**config.mk**
```make
export PLATFORM = sky130hd
export DESIGN_NAME = gld_front_flat
export DESIGN_NICKNAME = d
export VERILOG_FILES = /design/src/design/gld_pkg.sv /design/src/design/gld_if.sv /design/src/design/gld_front.sv /design/src/flat_wrapper.sv
export SDC_FILE = /design/constraint.sdc
export NUM_CORES = 1
export LEC_CHECK = 0
export BUFFER_PORTS_ARGS = -buffer_cell sky130_fd_sc_hd__clkbuf_2
export CAP_MARGIN = 20
export CORE_MARGIN = 5
export CORE_UTILIZATION = 44
export CTS_CLUSTER_DIAMETER = 200
export DETAILED_ROUTE_END_ITERATION = 10
export HOLD_SLACK_MARGIN = 0.05
export PLACE_DENSITY = 0.83
export SETUP_SLACK_MARGIN = 0.05
export SLEW_MARGIN = 20
export SYNTH_ARGS = -nofsm -noshare
export SYNTH_HDL_FRONTEND = slang
export SYNTH_SLANG_ARGS = --single-unit
export TNS_END_PERCENT = 100
```
**constraint.sdc**
```tcl
create_clock -name clk_i -period 1.5 [get_ports clk_i]
set_input_delay 0.075 -clock clk_i [delete_from_list [all_inputs] [get_ports clk_i]]
set_output_delay 0.075 -clock clk_i [all_outputs]
set_load 0.01 [all_outputs]
```
**src/design/gld_pkg.sv**
```systemverilog
// Shared types, constants and helpers of the GIF LZW decoder.
package gld_pkg;

  localparam int MAX_CODE_BITS = 12;
  localparam int STACK_DEPTH   = 4096;
  localparam int STACK_AW      = $clog2(STACK_DEPTH);
  localparam int SDEPTH_W      = STACK_AW + 1;
  localparam int BUF_W         = 24;
  localparam int BITS_W        = 5;
  localparam int EPOCH_W       = 4;

  localparam logic [3:0] MIN_SIZE_RESET = 4'd8;

  localparam logic [1:0] CMD_FEED  = 2'd0;
  localparam logic [1:0] CMD_PIXEL = 2'd1;
  localparam logic [1:0] CMD_START = 2'd2;

  typedef enum logic [2:0] {
    ST_PIXEL   = 3'd0,
    ST_NEED    = 3'd1,
    ST_ACCEPT  = 3'd2,
    ST_END     = 3'd3,
    ST_BAD     = 3'd4,
    ST_REFUSED = 3'd5
  } status_e;

  typedef enum logic [1:0] {
    OP_FEED,
    OP_PIXEL,
    OP_START,
    OP_NOP
  } op_e;

  typedef struct packed {
    op_e        op;
    logic [7:0] data;
  } qitem_t;

  typedef struct packed {
    logic   valid;
    qitem_t item;
  } qhead_t;

  // Clamp the minimum code size to 1..8.
  function automatic logic [3:0] eff_size(input logic [3:0] m);
    logic [3:0] r;
    r = m;
    if (r < 4'd1) r = 4'd1;
    if (r > 4'd8) r = 4'd8;
    return r;
  endfunction

endpackage

```
**src/design/gld_if.sv**
```systemverilog
// Command and result channel interfaces.
interface gld_cmd_if;
  logic       valid;
  logic       ready;
  logic [1:0] command;
  logic [7:0] data_byte;
  modport source (output valid, output command, output data_byte, input ready);
  modport sink (input valid, input command, input data_byte, output ready);
endinterface


```
**src/design/gld_front.sv**
```systemverilog
// Front end: accepts command words, classifies them, queues them for the back end.
module gld_front (
  input  logic           clk_i,
  input  logic           rst_ni,
  gld_cmd_if.sink        cmd_i,
  output gld_pkg::qhead_t head_o,
  input  logic           pop_i
);
  import gld_pkg::*;

  qitem_t     fifo_q [2];
  logic       wp_q, rp_q;
  logic [1:0] cnt_q;
  logic       push;
  qitem_t     item;

  always_comb begin
    item.data = cmd_i.data_byte;
    unique case (cmd_i.command)
      CMD_FEED:  item.op = OP_FEED;
      CMD_PIXEL: item.op = OP_PIXEL;
      CMD_START: item.op = OP_START;
      default:   item.op = OP_NOP;
    endcase
  end

  assign cmd_i.ready  = (cnt_q != 2'd2);
  assign push         = cmd_i.valid && cmd_i.ready;
  assign head_o.valid = (cnt_q != 2'd0);
  assign head_o.item  = fifo_q[rp_q];

  always_ff @(posedge clk_i) begin
    if (push) fifo_q[wp_q] <= item;
  end

  always_ff @(posedge clk_i or negedge rst_ni) begin
    if (!rst_ni) begin
      wp_q  <= 1'b0;
      rp_q  <= 1'b0;
      cnt_q <= 2'd0;
    end else begin
      if (push) wp_q <= ~wp_q;
      if (pop_i) rp_q <= ~rp_q;
      unique case ({push, pop_i})
        2'b10:   cnt_q <= cnt_q + 2'd1;
        2'b01:   cnt_q <= cnt_q - 2'd1;
        default: cnt_q <= cnt_q;
      endcase
    end
  end

endmodule

```
**src/flat_wrapper.sv**
```systemverilog
// flat-port wrapper written by rule: the top's interface ports become plain ports
module gld_front_flat import gld_pkg::*;
  (clk_i, rst_ni, head_o, pop_i, cmd_i_valid, cmd_i_command, cmd_i_data_byte, cmd_i_ready);
  gld_cmd_if cmd_i_i ();
  input  logic clk_i;
  input  logic rst_ni;
  output gld_pkg::qhead_t head_o;
  input  logic pop_i;
  input wire logic [$bits(cmd_i_i.valid)-1:0] cmd_i_valid;
  input wire logic [$bits(cmd_i_i.command)-1:0] cmd_i_command;
  input wire logic [$bits(cmd_i_i.data_byte)-1:0] cmd_i_data_byte;
  output wire logic [$bits(cmd_i_i.ready)-1:0] cmd_i_ready;
  assign cmd_i_i.valid = cmd_i_valid;
  assign cmd_i_i.command = cmd_i_command;
  assign cmd_i_i.data_byte = cmd_i_data_byte;
  assign cmd_i_ready = cmd_i_i.ready;
  gld_front u_core (.clk_i(clk_i), .rst_ni(rst_ni), .cmd_i(cmd_i_i), .head_o(head_o), .pop_i(pop_i));
endmodule
```
==> out/metrics.csv, run 1 <==
stage,metric,value,unit
status,status,completed,
sta,unrepaired setup endpoints after global routing,yes,
global_route,grt total ovfl,0,
clock_tree,TritonCTS clock tree,built,
detailed_routing,Post-route DRC,0,
worst_setup_path,worst path arrival time,1.34,ns
logic_synthesis,fraction of registers with async set/reset,0.1667,
die,Starting Density,0.4640,
sta,# setup viols final,0,
clock_tree,Max Root-Sink Buffers,2,
layout,Finished Layout Cells,121,
clock_tree,TritonCTS Sinks,24,
logic_synthesis,"top cells by area, synth","edfxtp_1, mux2_1, dfrtp_1",
layout,layout cells sized above 1,0.4255,
worst_setup_path,Crit path required time,1.42,ns
logic_synthesis,Post-Syn Nets,64,
clock_tree,htree depth,1,
place,DP HPWL,971.8,um
logic_synthesis,Ys Warns,0,
layout,fin util,0.6446,
die,Die ar.,0.003104,mm2
logic_synthesis,"Avg Cell Area, Syn",18.77,um2
sta,Setup Skew,0.001783,ns
logic_synthesis,register bit total from synthesis,24,
clock_tree,later-pin clock latency in the skew report,0.30,ns
layout,Syn-to-layout area delta,38.91,%
power,Tot Pwr,2.107,mW
power,LEAKAGE,0.5185,nW
hold_path,Hold Crit Class,input port to async pin,
logic_synthesis,Synth top area share,0.6531,
logic_synthesis,Synth cell types,13,
die,Core ar.,0.001982,mm2
global_route,first-pass GRT wire length,2408,um
run,Max Cap Violations,0,
sta,Final period util,0.9423,
logic_synthesis,Syn Inst Count,49,
worst_setup_path,CP max FO,6,
detailed_routing,DR vias,541,
layout,n_diodes,0,
place,RD Place Congestion,0.6710,
power,Power per Cell Area,1649,mW/mm2
place,IO Port Bufs,25,
detailed_routing,Vias/cell,4.471,
logic_synthesis,"EDFF count, synth",20,
sta,post-route minimum period,1.413,ns
global_route,initial antenna violation count,0,
logic_synthesis,top_reg_cell synth,edfxtp_1,
sta,Max-Slew Margin vs Limit,0.8390,
die,# IOs,26,
detailed_routing,Starting DRT DRC Count,4,
place,placed instance count,100,
clock_tree,clock root cell,clkbuf_4,
logic_synthesis,post-synthesis sequential area ratio,0.7619,
logic_synthesis,Mapped Area,919.6,um2
global_route,GRT Overall Usage,0.09736,
detailed_routing,drt first pass iters,2,
clock_tree,clk slew on worst S/H paths,0.12,ns
logic_synthesis,most common library cells after synthesis,"edfxtp_1, mux2_1, dfrtp_1, xnor2_1",
logic_synthesis,most common cell in the netlist,edfxtp_1,
worst_setup_path,worst setup path class,flip-flop to primary output,
worst_setup_path,Crit. End Element,primary output,
clock_tree,CTS Buf Count,3,
sta,fin. max-slew vios,0,
detailed_routing,per-cell routed wire length,12.43,um
detailed_routing,number of nets with antenna violations after routing,0,
logic_synthesis,dominant cell type by area after synthesis,edfxtp_1,
sta,maximum clock rate,707.5,MHz
sta,setup TNS,0,ns
detailed_routing,WL final,1504,um
die,die extent in y,55.72,um
power,peak supply drop,0.9592,mV
global_route,largest net degree at the start of global routing,14,
sta,count of final hold-check violations,0,
worst_setup_path,Critical Path Source Type,flip-flop,
global_route,vias in the first global route,584,
die,row count,16,
layout,Final nets,110,
sta,Tightest Pin Transition,0.2415,ns
die,die width,55.72,um
cell usage in the layout (no fill, tap or decap):
cell type	count
clkbuf_2	25
edfxtp_1	20
dlygate4sd3_1	13
mux2_1	10
buf_4	5
xnor2_1	3
clkbuf_4	3
dfrtp_1	3
xor2_1	2
nand2b_2	1
nand2_2	1
and3_2	1
or2_1	1
nor2_2	1
nor2_1	1
ha_1	1
clkbuf_8	1
buf_2	1
dfrtp_2	1
worst max-delay path, stage by stage, from the launching register on:
cell and delay, ns:
dfrtp_2 0.41, buf_4 0.17, mux2_1 0.33, clkbuf_2 0.13
logic make-up (layout without fill, tap and decap cells):
group         after synthesis  count (layout)  share of synthesized area
flops                      24              24                     0.7619
mux                        10              10                     0.1225
simple gates                6               6                    0.03811
xor+xnor                    5               5                    0.04763
buf+inv                     3              48                    0.01633
fa+ha+maj                   1               1                    0.01360
through the flow:
step	cell area (um2)	setup slack, ns	hold slack (ns)
2_1_floorplan	922.1	0.1905	-0.2206
3_3_place_gp	1081	0.1678	-0.1151
3_5_place_dp	1081	0.1106	-0.1105
4_1_cts	1249	0.04638	0.08264
5_1_grt	1277	0.02144	0.07669
6_report	1277	0.08656	0.09559
where the power goes:
part	switching (mW)	internal (mW)	leakage, nW
clock network	0.173	0.148	0.0210
logic	0.393	0.394	0.266
registers	0.0725	0.927	0.231
total	0.638	1.47	0.519
worst paths after layout:
path,startpoint,to,slack [ns],depth (start not counted)
min in group clk_i,cmd_i_data_byte[0],u_core.fifo_q[1][0]$_DFFE_PP_,0.50,2
worst min-delay path,rst_ni,u_core.cnt_q[1]$_DFFE_PN0P_,0.1,2
worst max-delay path,u_core.rp_q$_DFFE_PN0P_,head_o[7],0.09,3
worst max register to register,u_core.cnt_q[0]$_DFFE_PN0P_,u_core.cnt_q[1]$_DFFE_PN0P_,0.15,5
max in group asynchronous,rst_ni,u_core.rp_q$_DFFE_PN0P_,1.27,2
worst min register to register,u_core.cnt_q[1]$_DFFE_PN0P_,u_core.cnt_q[1]$_DFFE_PN0P_,0.52,1
cell type report:
class | count | area [um2]
Sequential cell | 24 | 701.9
Timing Repair Buffer | 44 | 297.8
Tap cell | 27 | 33.78
Fill cell | 154 | 704.4
Multi-Input combinational cell | 22 | 207.7
Clock buffer | 4 | 36.28
repair_timing:
| item | CTS | global route |
|---|---|---|
| setup buffers | 0 | 4 |
| resized for setup | 1 | 1 |
| setup endpoints to repair | 10 | 21 |
| pin swaps | 0 | 0 |
| hold endpoints to repair | 26 | 0 |
| hold buffers | 13 | 0 |
| cloned | 0 | 0 |
registers in the layout, indices dropped and copies added, names as in the netlist:
name	cells
u_core.rp_q	1
u_core.wp_q	1
u_core.cnt_q	2
u_core.fifo_q	20
routing by layer:
metal / routed length (um) / GRT usage / up-vias / share of wire
li1: - / - / 269 / -
met1: 662 / 0.1108 / 251 / 0.44
met2: 716 / 0.1672 / 21 / 0.48
met3: 125 / 0.03712 / 0 / 0.083
met4: 0 / 0.03125 / 0 / 0
met5: 0 / 0 / - / 0
(Power assumes the default switching activity.)
==> run 2: changes to the inputs <==
--- a/config.mk
+++ b/config.mk
@@ -11,6 +11,7 @@
 export CORE_UTILIZATION = 44
 export CTS_CLUSTER_DIAMETER = 200
 export DETAILED_ROUTE_END_ITERATION = 10
+export GPL_TIMING_DRIVEN = 0
 export HOLD_SLACK_MARGIN = 0.05
 export PLACE_DENSITY = 0.83
 export SETUP_SLACK_MARGIN = 0.05
==> out/metrics.csv, run 2 (same netlist as run 1, synthesis figures left out) <==
stage,metric,value,unit
status,status,completed,
layout,Syn-to-layout area delta,35.78,%
global_route,GRT Overall Usage,0.1039,
die,die width,55.72,um
power,Tot Pwr,2.044,mW
worst_setup_path,Worst path max stage delay,0.42,ns
detailed_routing,WL final,1477,um
detailed_routing,Top Metal Used,met3,
sta,# setup viols final,0,
clock_tree,clock root cell,clkbuf_4,
detailed_routing,DR vias,529,
sta,maximum clock rate,720.2,MHz
layout,"commonest non-fill, non-tap cell in the layout",clkbuf_2,
die,Starting Density,0.4640,
sta,Tightest Pin Transition,0.4674,ns
sta,setup TNS,0,ns
layout,n_diodes,0,
power,Power per Cell Area,1637,mW/mm2
die,row count,16,
layout,most flop-heavy register,u_core.fifo_q,
detailed_routing,Post-route DRC,0,
global_route,initial antenna violation count,0,
clock_tree,CTS Buf Count,3,
run,Max Cap Violations,0,
power,peak supply drop,0.9504,mV
worst_setup_path,Top Family by Delay on Critical Path,simple AND/OR/NAND/NOR gates,
detailed_routing,met2 routed WL,741,um
place,DP HPWL,972.7,um
detailed_routing,drt first pass iters,2,
layout,Finished Layout Cells,118,
sta,post-route minimum period,1.388,ns
layout,"commonest cells after routing, fill and taps aside","clkbuf_2, edfxtp_1, dlygate4sd3_1",
clock_tree,later-pin clock latency in the skew report,0.29,ns
detailed_routing,metal3 WL,108,um
clock_tree,htree depth,1,
hold_path,Hold Crit Class,input port to flip-flop,
die,# IOs,26,
detailed_routing,Starting DRT DRC Count,1,
sta,Final period util,0.9256,
worst_setup_path,worst setup path class,flip-flop to flip-flop,
clock_tree,Max Root-Sink Buffers,2,
global_route,largest net degree at the start of global routing,14,
detailed_routing,number of nets with antenna violations after routing,0,
layout,layout cells sized above 1,0.3626,
sta,count of final hold-check violations,0,
layout,biggest regs,"u_core.fifo_q (20), u_core.cnt_q (2)",
worst_setup_path,Crit path required time,1.72,ns
die,Die ar.,0.003104,mm2
place,RD Place Congestion,0.6549,
global_route,vias in the first global route,610,
sta,fin. max-slew vios,0,
clock_tree,TritonCTS Sinks,24,
power,LEAKAGE,0.4961,nW
die,Core ar.,0.001982,mm2
clock_tree,TritonCTS clock tree,built,
global_route,grt total ovfl,0,
place,IO Port Bufs,23,
layout,max reg flops,20,
worst_setup_path,critical-path cell list,nand2b_2 > nand2_2 > ha_1 > nor2_1 > xor2_1,
worst_setup_path,cell at the slowest stage of the critical path,dfrtp_1,
worst_setup_path,worst path arrival time,1.61,ns
clock_tree,clk slew on worst S/H paths,0.11,ns
layout,Final nets,107,
worst_setup_path,CP Buf/Inv Count,0,
sta,Setup Skew,0.004738,ns
sta,unrepaired setup endpoints after global routing,yes,
die,die extent in y,55.72,um
place,placed instance count,99,
detailed_routing,per-cell routed wire length,12.52,um
global_route,first-pass GRT wire length,2580,um
detailed_routing,WL met1,626,um
worst_setup_path,CP max FO,3,
worst_setup_path,Crit. End Element,flip-flop,
sta,Max-Slew Margin vs Limit,0.6884,
detailed_routing,Vias/cell,4.483,
worst_setup_path,Critical Path Source Type,flip-flop,
run 2: layout make-up:
cell class | instances | area (um2)
multi-input combinational | 22 | 211.5
clock buffer | 4 | 26.28
sequential | 24 | 700.7
timing repair buffer | 38 | 257.7
fill | 149 | 733.2
buffer | 3 | 18.77
tap | 27 | 33.78
run 2: where the power goes:
part           total, mW  switching (mW)  internal, mW
combinational      0.772           0.386         0.386
sequential          1.00          0.0760         0.926
clock              0.270           0.167         0.103
total               2.04           0.629          1.42
run 2: what timing repair did:
item	4_1_cts	5_1_grt
gates cloned	0	0
setup buffers	0	3
gates resized for setup	1	1
hold endpoints to repair	25	0
endpoints found under the setup margin	10	20
hold buffers	12	0
run 2: worst reg2reg max path, delay by kind of cell (launching register included):
family                   cells  cell delay [ns]
adder cells (fa/ha/maj)      1             0.27
AND/OR/NAND/NOR              3             0.47
flip-flops                   1             0.42
XOR/XNOR                     1             0.17
run 2: stage by stage:
step / util / setup WS [ns] / hold slack (ns) / area, um2
final: 0.6301 / 0.1116 / 0.08903 / 1249
after CTS: 0.6168 / 0.06122 / 0.07431 / 1222
after global placement: 0.5404 / 0.06622 / -0.1140 / 1071
after global routing: 0.6301 / 0.01837 / 0.08366 / 1249
after detailed placement: 0.5404 / 0.03770 / -0.1106 / 1071
after floorplan: - / 0.1905 / -0.2206 / 922.1
run 2: path summary, 6_finish.rpt:
kind | startpoint | end | slack [ns] | depth (start not counted)
worst max-delay path | u_core.cnt_q[0]$_DFFE_PN0P_ | u_core.cnt_q[1]$_DFFE_PN0P_ | 0.11 | 5
worst min-delay path | cmd_i_valid | u_core.wp_q$_DFFE_PN0P_ | 0.09 | 3
worst max register to register | u_core.cnt_q[0]$_DFFE_PN0P_ | u_core.cnt_q[1]$_DFFE_PN0P_ | 0.11 | 5
worst min register to register | u_core.cnt_q[1]$_DFFE_PN0P_ | u_core.cnt_q[1]$_DFFE_PN0P_ | 0.52 | 1
max in group asynchronous | rst_ni | u_core.rp_q$_DFFE_PN0P_ | 1.25 | 2
min in group asynchronous | rst_ni | u_core.cnt_q[1]$_DFFE_PN0P_ | 0.12 | 2
run 2: routing by layer:
| layer | vias to the layer above | GRT usage |
|---|---|---|
| met3 | 0 | 0.02784 |
| met4 | 0 | 0.03125 |
| li1 | 262 | - |
| met5 | - | 0 |
| met2 | 19 | 0.1841 |
| met1 | 248 | 0.1217 |
